## src/sv/ttg_pkg.sv

```systemverilog
`timescale 1ns / 1ps
// ----------------------------------------------------------------------------
// ttg_pkg
// Shared constants, types and helper functions of the tensor take unit.
// ----------------------------------------------------------------------------
package ttg_pkg;

    localparam int SOURCE_DEPTH = 4096;
    localparam int INDEX_DEPTH  = 1024;
    localparam int MAX_RANK     = 6;
    localparam int EXTENT_BITS  = 10;

    localparam int SHAPE_W = MAX_RANK * EXTENT_BITS;
    localparam int SRC_AW  = $clog2(SOURCE_DEPTH);
    localparam int IDX_AW  = $clog2(INDEX_DEPTH);
    localparam int POS_W   = 20;
    localparam int ADDR_W  = 12;
    localparam int WORD_W  = 32;
    localparam int RANK_W  = 3;
    localparam int COUNT_W = 21;
    localparam int CFG_W   = 60;
    localparam int ACC_W   = 41;
    localparam int PROD_W  = ACC_W + EXTENT_BITS;
    localparam int SUM_W   = PROD_W + 1;

    localparam logic [ACC_W-1:0]   ADDR_CAP    = {1'b1, {(ACC_W-1){1'b0}}};
    localparam logic [SHAPE_W-1:0] SHAPE_RESET =
        {MAX_RANK{EXTENT_BITS'(1)}};

    // Signed dimension counter; loops run below zero on the source side.
    typedef logic signed [5:0] dim_t;

    typedef enum logic [1:0] {
        CMD_LOAD_SOURCE = 2'd0,
        CMD_LOAD_INDEX  = 2'd1,
        CMD_GATHER      = 2'd2
    } command_t;

    typedef enum logic [1:0] {
        STATUS_OK         = 2'd0,
        STATUS_POS_RANGE  = 2'd1,
        STATUS_INDEX_OVF  = 2'd2,
        STATUS_SOURCE_OVF = 2'd3
    } status_t;

    typedef enum logic [2:0] {
        REG_SOURCE_SHAPE = 3'd0,
        REG_OUTPUT_SHAPE = 3'd1,
        REG_INDEX_SHAPE  = 3'd2,
        REG_SOURCE_RANK  = 3'd3,
        REG_OUTPUT_RANK  = 3'd4,
        REG_INDEX_RANK   = 3'd5,
        REG_GATHER_AXIS  = 3'd6,
        REG_OUTPUT_COUNT = 3'd7
    } cfg_reg_t;

    typedef enum logic [3:0] {
        OP_NONE,
        OP_WRITE,
        OP_CAPTURE,
        OP_DIV_START,
        OP_DIV_WAIT,
        OP_MUL,
        OP_ACC,
        OP_IDX_READ,
        OP_SRC_READ,
        OP_OUT
    } dp_op_t;

    typedef enum logic [3:0] {
        S_IDLE,
        S_DIV_START,
        S_DIV_WAIT,
        S_P1_MUL,
        S_P1_ADD,
        S_CHK1,
        S_P2_MUL,
        S_P2_ADD,
        S_CLAMP_MUL,
        S_CLAMP_ADD,
        S_P3_MUL,
        S_P3_ADD,
        S_CHK2,
        S_RESULT
    } state_t;

    typedef struct packed {
        logic [SHAPE_W-1:0] source_shape;
        logic [SHAPE_W-1:0] output_shape;
        logic [SHAPE_W-1:0] index_shape;
        logic [RANK_W-1:0]  xr;
        logic [RANK_W-1:0]  yr;
        logic [RANK_W-1:0]  ir;
        logic [RANK_W-1:0]  axis;
        logic [COUNT_W-1:0] output_count;
    } cfg_t;

    typedef struct packed {
        dp_op_t  op;
        dim_t    j;
        dim_t    k;
        logic    clamp_sel;
        logic    index_sel;
        status_t status;
    } dp_cmd_t;

    typedef struct packed {
        logic div_done;
        logic pos_oob;
        logic acc_ge_index;
        logic acc_ge_source;
        logic out_free;
    } dp_stat_t;

    function automatic logic [RANK_W-1:0] sat_rank(input logic [RANK_W-1:0] r);
        if (r > RANK_W'(MAX_RANK)) begin
            return RANK_W'(MAX_RANK);
        end
        return r;
    endfunction

    // Extent of dimension dim of a tensor of the given rank; dimensions that
    // fall outside the packed slots read as one.
    function automatic logic [EXTENT_BITS-1:0] extent_at(
        input logic [SHAPE_W-1:0] shape,
        input logic [RANK_W-1:0]  rank,
        input dim_t               dim
    );
        logic signed [7:0] slot;
        slot = 8'(dim) + 8'sd6 - $signed({5'b0, rank});
        if (slot < 8'sd0 || slot >= 8'(MAX_RANK)) begin
            return EXTENT_BITS'(1);
        end
        return shape[EXTENT_BITS*int'(slot[2:0]) +: EXTENT_BITS];
    endfunction

    function automatic logic [ACC_W-1:0] sat_addr(input logic [SUM_W-1:0] v);
        if (v > SUM_W'(ADDR_CAP)) begin
            return ADDR_CAP;
        end
        return v[ACC_W-1:0];
    endfunction

endpackage

```

## src/sv/ttg_ctrl.sv

```systemverilog
`timescale 1ns / 1ps
// ----------------------------------------------------------------------------
// ttg_ctrl
// Sequencer: coordinate split, index address, source address, result.
// ----------------------------------------------------------------------------
module ttg_ctrl (
    input  logic              aclk,
    input  logic              aresetn,
    input  ttg_pkg::cfg_t     cfg,
    input  logic              s_valid,
    output logic              s_ready,
    input  logic [1:0]        s_command,
    output ttg_pkg::dp_cmd_t  cmd,
    input  ttg_pkg::dp_stat_t stat
);
    import ttg_pkg::*;

    state_t  state_reg, state_next;
    dim_t    j_reg, j_next;
    dim_t    k_reg, k_next;
    status_t status_reg, status_next;

    dim_t yr_m1;
    dim_t xr_m1;
    dim_t ir_m1;
    dim_t axis_d;
    dim_t span_end;

    assign yr_m1    = dim_t'({3'b0, cfg.yr}) - 6'sd1;
    assign xr_m1    = dim_t'({3'b0, cfg.xr}) - 6'sd1;
    assign ir_m1    = dim_t'({3'b0, cfg.ir}) - 6'sd1;
    assign axis_d   = dim_t'({3'b0, cfg.axis});
    assign span_end = axis_d + dim_t'({3'b0, cfg.ir});

    always_ff @(posedge aclk) begin
        if (!aresetn) begin
            state_reg  <= S_IDLE;
            j_reg      <= '0;
            k_reg      <= '0;
            status_reg <= STATUS_OK;
        end else begin
            state_reg  <= state_next;
            j_reg      <= j_next;
            k_reg      <= k_next;
            status_reg <= status_next;
        end
    end

    always_comb begin
        state_next    = state_reg;
        j_next        = j_reg;
        k_next        = k_reg;
        status_next   = status_reg;
        s_ready       = 1'b0;
        cmd.op        = OP_NONE;
        cmd.j         = j_reg;
        cmd.k         = k_reg;
        cmd.clamp_sel = 1'b0;
        cmd.index_sel = 1'b0;
        cmd.status    = status_reg;
        case (state_reg)
            S_IDLE: begin
                s_ready = 1'b1;
                if (s_valid) begin
                    if (s_command == CMD_GATHER) begin
                        if (stat.pos_oob) begin
                            status_next = STATUS_POS_RANGE;
                            state_next  = S_RESULT;
                        end else begin
                            cmd.op     = OP_CAPTURE;
                            j_next     = yr_m1;
                            state_next = S_DIV_START;
                        end
                    end else begin
                        cmd.op = OP_WRITE;
                    end
                end
            end
            S_DIV_START: begin
                if (j_reg < 6'sd0) begin
                    j_next     = yr_m1;
                    k_next     = ir_m1;
                    state_next = S_P1_MUL;
                end else begin
                    cmd.op     = OP_DIV_START;
                    state_next = S_DIV_WAIT;
                end
            end
            S_DIV_WAIT: begin
                cmd.op = OP_DIV_WAIT;
                if (stat.div_done) begin
                    j_next     = j_reg - 6'sd1;
                    state_next = S_DIV_START;
                end
            end
            S_P1_MUL: begin
                if (j_reg < axis_d) begin
                    state_next = S_CHK1;
                end else if (j_reg < span_end) begin
                    cmd.op        = OP_MUL;
                    cmd.index_sel = 1'b1;
                    state_next    = S_P1_ADD;
                end else begin
                    j_next = j_reg - 6'sd1;
                end
            end
            S_P1_ADD: begin
                cmd.op     = OP_ACC;
                j_next     = j_reg - 6'sd1;
                k_next     = k_reg - 6'sd1;
                state_next = S_P1_MUL;
            end
            S_CHK1: begin
                if (stat.acc_ge_index) begin
                    status_next = STATUS_INDEX_OVF;
                    state_next  = S_RESULT;
                end else begin
                    cmd.op     = OP_IDX_READ;
                    j_next     = yr_m1;
                    k_next     = xr_m1;
                    state_next = S_P2_MUL;
                end
            end
            S_P2_MUL: begin
                if (j_reg < span_end) begin
                    state_next = S_CLAMP_MUL;
                end else begin
                    cmd.op     = OP_MUL;
                    state_next = S_P2_ADD;
                end
            end
            S_P2_ADD: begin
                cmd.op     = OP_ACC;
                j_next     = j_reg - 6'sd1;
                k_next     = k_reg - 6'sd1;
                state_next = S_P2_MUL;
            end
            S_CLAMP_MUL: begin
                cmd.op        = OP_MUL;
                cmd.clamp_sel = 1'b1;
                state_next    = S_CLAMP_ADD;
            end
            S_CLAMP_ADD: begin
                cmd.op     = OP_ACC;
                j_next     = yr_m1;
                k_next     = k_reg - 6'sd1;
                state_next = S_P3_MUL;
            end
            S_P3_MUL: begin
                if (j_reg < 6'sd0 || k_reg < 6'sd0) begin
                    state_next = S_CHK2;
                end else if (j_reg < axis_d) begin
                    cmd.op     = OP_MUL;
                    state_next = S_P3_ADD;
                end else begin
                    j_next = j_reg - 6'sd1;
                end
            end
            S_P3_ADD: begin
                cmd.op     = OP_ACC;
                j_next     = j_reg - 6'sd1;
                k_next     = k_reg - 6'sd1;
                state_next = S_P3_MUL;
            end
            S_CHK2: begin
                if (stat.acc_ge_source) begin
                    status_next = STATUS_SOURCE_OVF;
                end else begin
                    cmd.op      = OP_SRC_READ;
                    status_next = STATUS_OK;
                end
                state_next = S_RESULT;
            end
            S_RESULT: begin
                if (stat.out_free) begin
                    cmd.op     = OP_OUT;
                    state_next = S_IDLE;
                end
            end
            default: begin
                state_next = S_IDLE;
            end
        endcase
    end

endmodule

```

## config.mk

```make
export PLATFORM = sky130hd
export DESIGN_NAME = ttg_ctrl
export DESIGN_NICKNAME = d
export VERILOG_FILES = /design/src/sv/ttg_pkg.sv /design/src/sv/ttg_ctrl.sv
export SDC_FILE = /design/constraint.sdc
export NUM_CORES = 1
export LEC_CHECK = 0
export BUFFER_PORTS_ARGS = -buffer_cell sky130_fd_sc_hd__buf_2
export CAP_MARGIN = 20
export CORE_AREA = 2 2 96 98
export CTS_CLUSTER_SIZE = 24
export DETAILED_ROUTE_END_ITERATION = 10
export DIE_AREA = 0 0 98 100
export PLACE_DENSITY = 0.56
export SLEW_MARGIN = 20
export SYNTH_ARGS = -nofsm -noshare
export SYNTH_HDL_FRONTEND = slang
export SYNTH_SLANG_ARGS = --single-unit
```

## constraint.sdc

```tcl
create_clock -name aclk -period 6.1 [get_ports aclk]
set_input_delay 0.61 -clock aclk [delete_from_list [all_inputs] [get_ports aclk]]
set_output_delay 0.61 -clock aclk [all_outputs]
set_load 0.01 [all_outputs]
```

==> results.md <==
- The slowest stage of the critical path belongs to the cell dfxtp_1.
- The quantity of hold-fixing buffers added after cts is 0.
- The flow ran to the end, and the final reports show no timing, DRC or antenna violations.
- The count of H-tree levels built during CTS is 1.
- The total power divided by cell area is around 490 nW/µm².
- The initial core utilization is between 20% and 30%.
- The endpoint required time on the critical path is between 5 and 6 ns.
- The initial antenna violation count came to 0.
- The kind of launch point of the worst setup path is a flop.
- The data arrival time of the critical path is 3.09 ns.
- The buffer type at the clock tree root is clkbuf_8.
- The number of diodes added for antenna fixing is 0.
- Summing over every cut layer, the via total after detailed routing is 2147.
- The share of synthesized area occupied by flip-flops and latches is 17.8%.
- The post-synthesis async set-or-reset flop share is 0%.
- The worst-case IR drop observed on VDD is about 0.25 mV.
- The top cell types in the final layout, fill and taps aside, are 42 x buf_2, 26 x a21oi_1, 22 x nor2_1.
- The type of destination of the critical path is an output pin.
- The worst-skew pair later-pin latency is 0.26 ns.
- The final setup violation count is 0.
- The first global-routing pass estimated 9850 µm of wire.
- In this design, the stage delay of the slowest critical-path cell is 0.96 ns.
- The core region is approximately 8900 µm².
- Buffers added to address setup during post-CTS repair amount to 0.
- The die extent in x is a little under 100 µm.
- The number of nets in the synthesized netlist is around 500.
- After detailed routing, the number of remaining DRC violations is 0.
- Between clock sinks in the finished design, the worst skew comes to 0.00106 ns.
- After detailed routing, the average wire length per cell comes to between 10 and 15 µm.
- The remaining number of nets flagged by the antenna check after routing is 0.
- The total cell area at the placement stage is ~2300 µm².
- The count of cells resized by post-cts repair is 0.
- The mean area per synthesized cell is 7.32 µm².
- Routability-driven placement finished with a final weighted congestion of 0.908.
- The commonest non-fill, non-tap cell in the layout is buf_2.
- TritonCTS created 3 clock buffers.
- The analysis attributes to cell leakage a power of roughly 0.94 nW.
- Hold timing on the final database bottoms out at a slack of approximately 0.49 ns.
- The area enclosed by the die boundary is 9800 µm².
- TritonCTS built the clock tree.
- The final-report hold violation count is 0.
- The final number of max-transition violations is 0.
- The ratio of final minimum period to clock period is between 60 and 70%.
- The length in cells of the worst reg-to-reg path is 6.
- The cell count after synthesis is 276.
- The routed via count divided by cell count is a little over 5.
- The startpoint identified for the worst register-to-register timing path is state_reg[1].
- Max-cap violations in this run came to 0.
- The maximum clock frequency is 0.270 GHz.
- Detailed placement ended at an HPWL of around 4400 µm.
- The final critical path time including I/O delays and setup is 3.70 ns.
- The share of cells above drive strength 1 is around a fifth.
- The worst setup path is of the reg -> out kind.
- In this run the worst hold path is classified as reg -> reg.
- Wires add up to approximately 5800 µm.
- In this run the tightest slew margin relative to its limit is between 20% and 30%.
- In this run the critical register-to-register path is captured at j_reg[2].
- In the global route stage, overall resource usage came out at 11.8%.
- The leftover overflow at the end of global routing is 0.
- The synthesized flop and latch total is 18.
- Setup repair after global routing left no endpoint under its margin.
- Row generation in the floorplan step produced 35 rows.
- No sink is reached through more buffers than the 2 on the longest clock path.
- The via count of the first global-routing pass is approximately 2k.
- The layout overhead on the synthesized area is 15.1%.
- The maximum number of pins on one net before global-route repair is 33.
- In the final timing run, aggregate negative setup slack is 0 ns.
- The clock-pin slew on the worst setup and hold paths is approximately 0.070 ns.
- The detailed-routing iteration count for the pre-antenna-repair pass is 5.
- The startpoint of the lowest-slack hold path is status_reg[0].
- Total power for the finished layout comes to about 1.1 mW.
- The number of input and output port buffers inserted is 42.
- The number of enable flip-flop cells after synthesis is 0.
- At the pin with the least slew margin, the transition time is 1.08 ns.
- Counting every sink on the clock net gives 18.
- Pin placement for this block handled ~240 I/O pins.
- The most used flip-flop cell after synthesis is dfxtp_1.
- The summed instance area of the synthesized netlist is 2020 µm².
- Measured along the y axis, the die boundary spans about 100 µm.
- The maximum fanout count along the critical path is 30.
- The critical path starts at state_reg[1].
- The worst hold path passes through 2 cells.
- After the first detailed-routing iteration, the DRC count stood at 120.
- The signal on the critical path passes through clkinv_1 -> nor4_1 -> and4_1 -> nor3_1 -> o211ai_1 -> buf_2.
- The number of different library cells used by synthesis comes to 64.
- During synthesis, Yosys emitted a total of 0 warnings.
- The hold-critical path endpoint is status_reg[0].
- The internal reg-to-reg setup slack is between 2 and 3 ns.
- With fillers left out, the area of the finished cells amounts to approximately 2300 µm².
- For this run, the post-layout net count is about 540.
==> through the flow <==
step                      instances  util, %  setup WS [ns]
after global routing            417     26.2           2.18
after global placement          413     25.5           2.46
after CTS                       417     26.2           2.42
after detailed placement        413     25.5           2.45
after floorplan                 276        -           2.97
final                           417     26.2           2.40
==> final cells by class <==
| type | count | area [µm²] |
|---|---|---|
| sequential | 18 | 360 |
| tap | 111 | 139 |
| inverter | 21 | 78.8 |
| clock buffer | 4 | 55.1 |
| timing repair buffer | 44 | 225 |
| fill | 988 | 6570 |
| multi-input combinational | 219 | 1470 |
==> worst max-delay path by stage <==
| stage | cells after the start | end | slack, ns |
|---|---|---|---|
| 2_1_floorplan | 10 | cmd[16] | 2.97 |
| 3_3_place_gp | 12 | cmd[18] | 2.46 |
| 6_report | 6 | cmd[18] | 2.40 |
| 3_5_place_dp | 12 | cmd[18] | 2.45 |
| 4_1_cts | 6 | cmd[18] | 2.42 |
| 5_1_grt | 6 | cmd[18] | 2.18 |
==> metal layers <==
layer	GRT usage, %	up-vias	share of wire, %
met5	0	-	0
met4	3.10	0	0.48
met3	1.88	4	5.2
met2	19.0	67	47
met1	16.6	987	48
li1	-	1089	-
==> critical path: cells and delay by family (launching register included) <==
| family | cells | cell delay [ns] |
|---|---|---|
| AND/OR/NAND/NOR | 3 | 1.09 |
| flip-flops | 1 | 0.96 |
| buffers and inverters | 2 | 0.69 |
| AO/OA/AOI/OAI | 1 | 0.10 |
==> report_power, final <==
part	switching, mW	leakage (nW)	total, mW	internal, mW
clock network	0.0429	0.0288	0.100	0.0574
registers	0.0904	0.147	0.250	0.160
logic	0.464	0.768	0.781	0.317
==> synth_stat cells, types with 5 or more instances <==
library cell	instances	area, µm²
nand3_1	8	40.0
nor2_1	22	82.6
inv_1	20	75.1
ha_1	13	163
nor4_1	5	31.3
nand2b_1	8	50.1
dfxtp_1	18	360
or3_1	5	31.3
nor3_1	13	65.1
a211oi_1	7	52.6
o21ai_0	16	80.1
o211ai_1	5	37.5
a21oi_1	26	130
nand2_1	17	63.8
buf_2	7	35.0
==> logic make-up after synthesis <==
family                   Yosys count  share of synthesized area (%)
AO/OA/AOI/OAI                     97                           33.0
XOR/XNOR                           6                           2.60
adder cells (fa/ha/maj)           14                           9.05
buffers and inverters             39                           9.54
flip-flops                        18                           17.8
multiplexers                       3                           1.49
AND/OR/NAND/NOR                   99                           26.5
No activity file was read; power rests on OpenSTA's default activity.
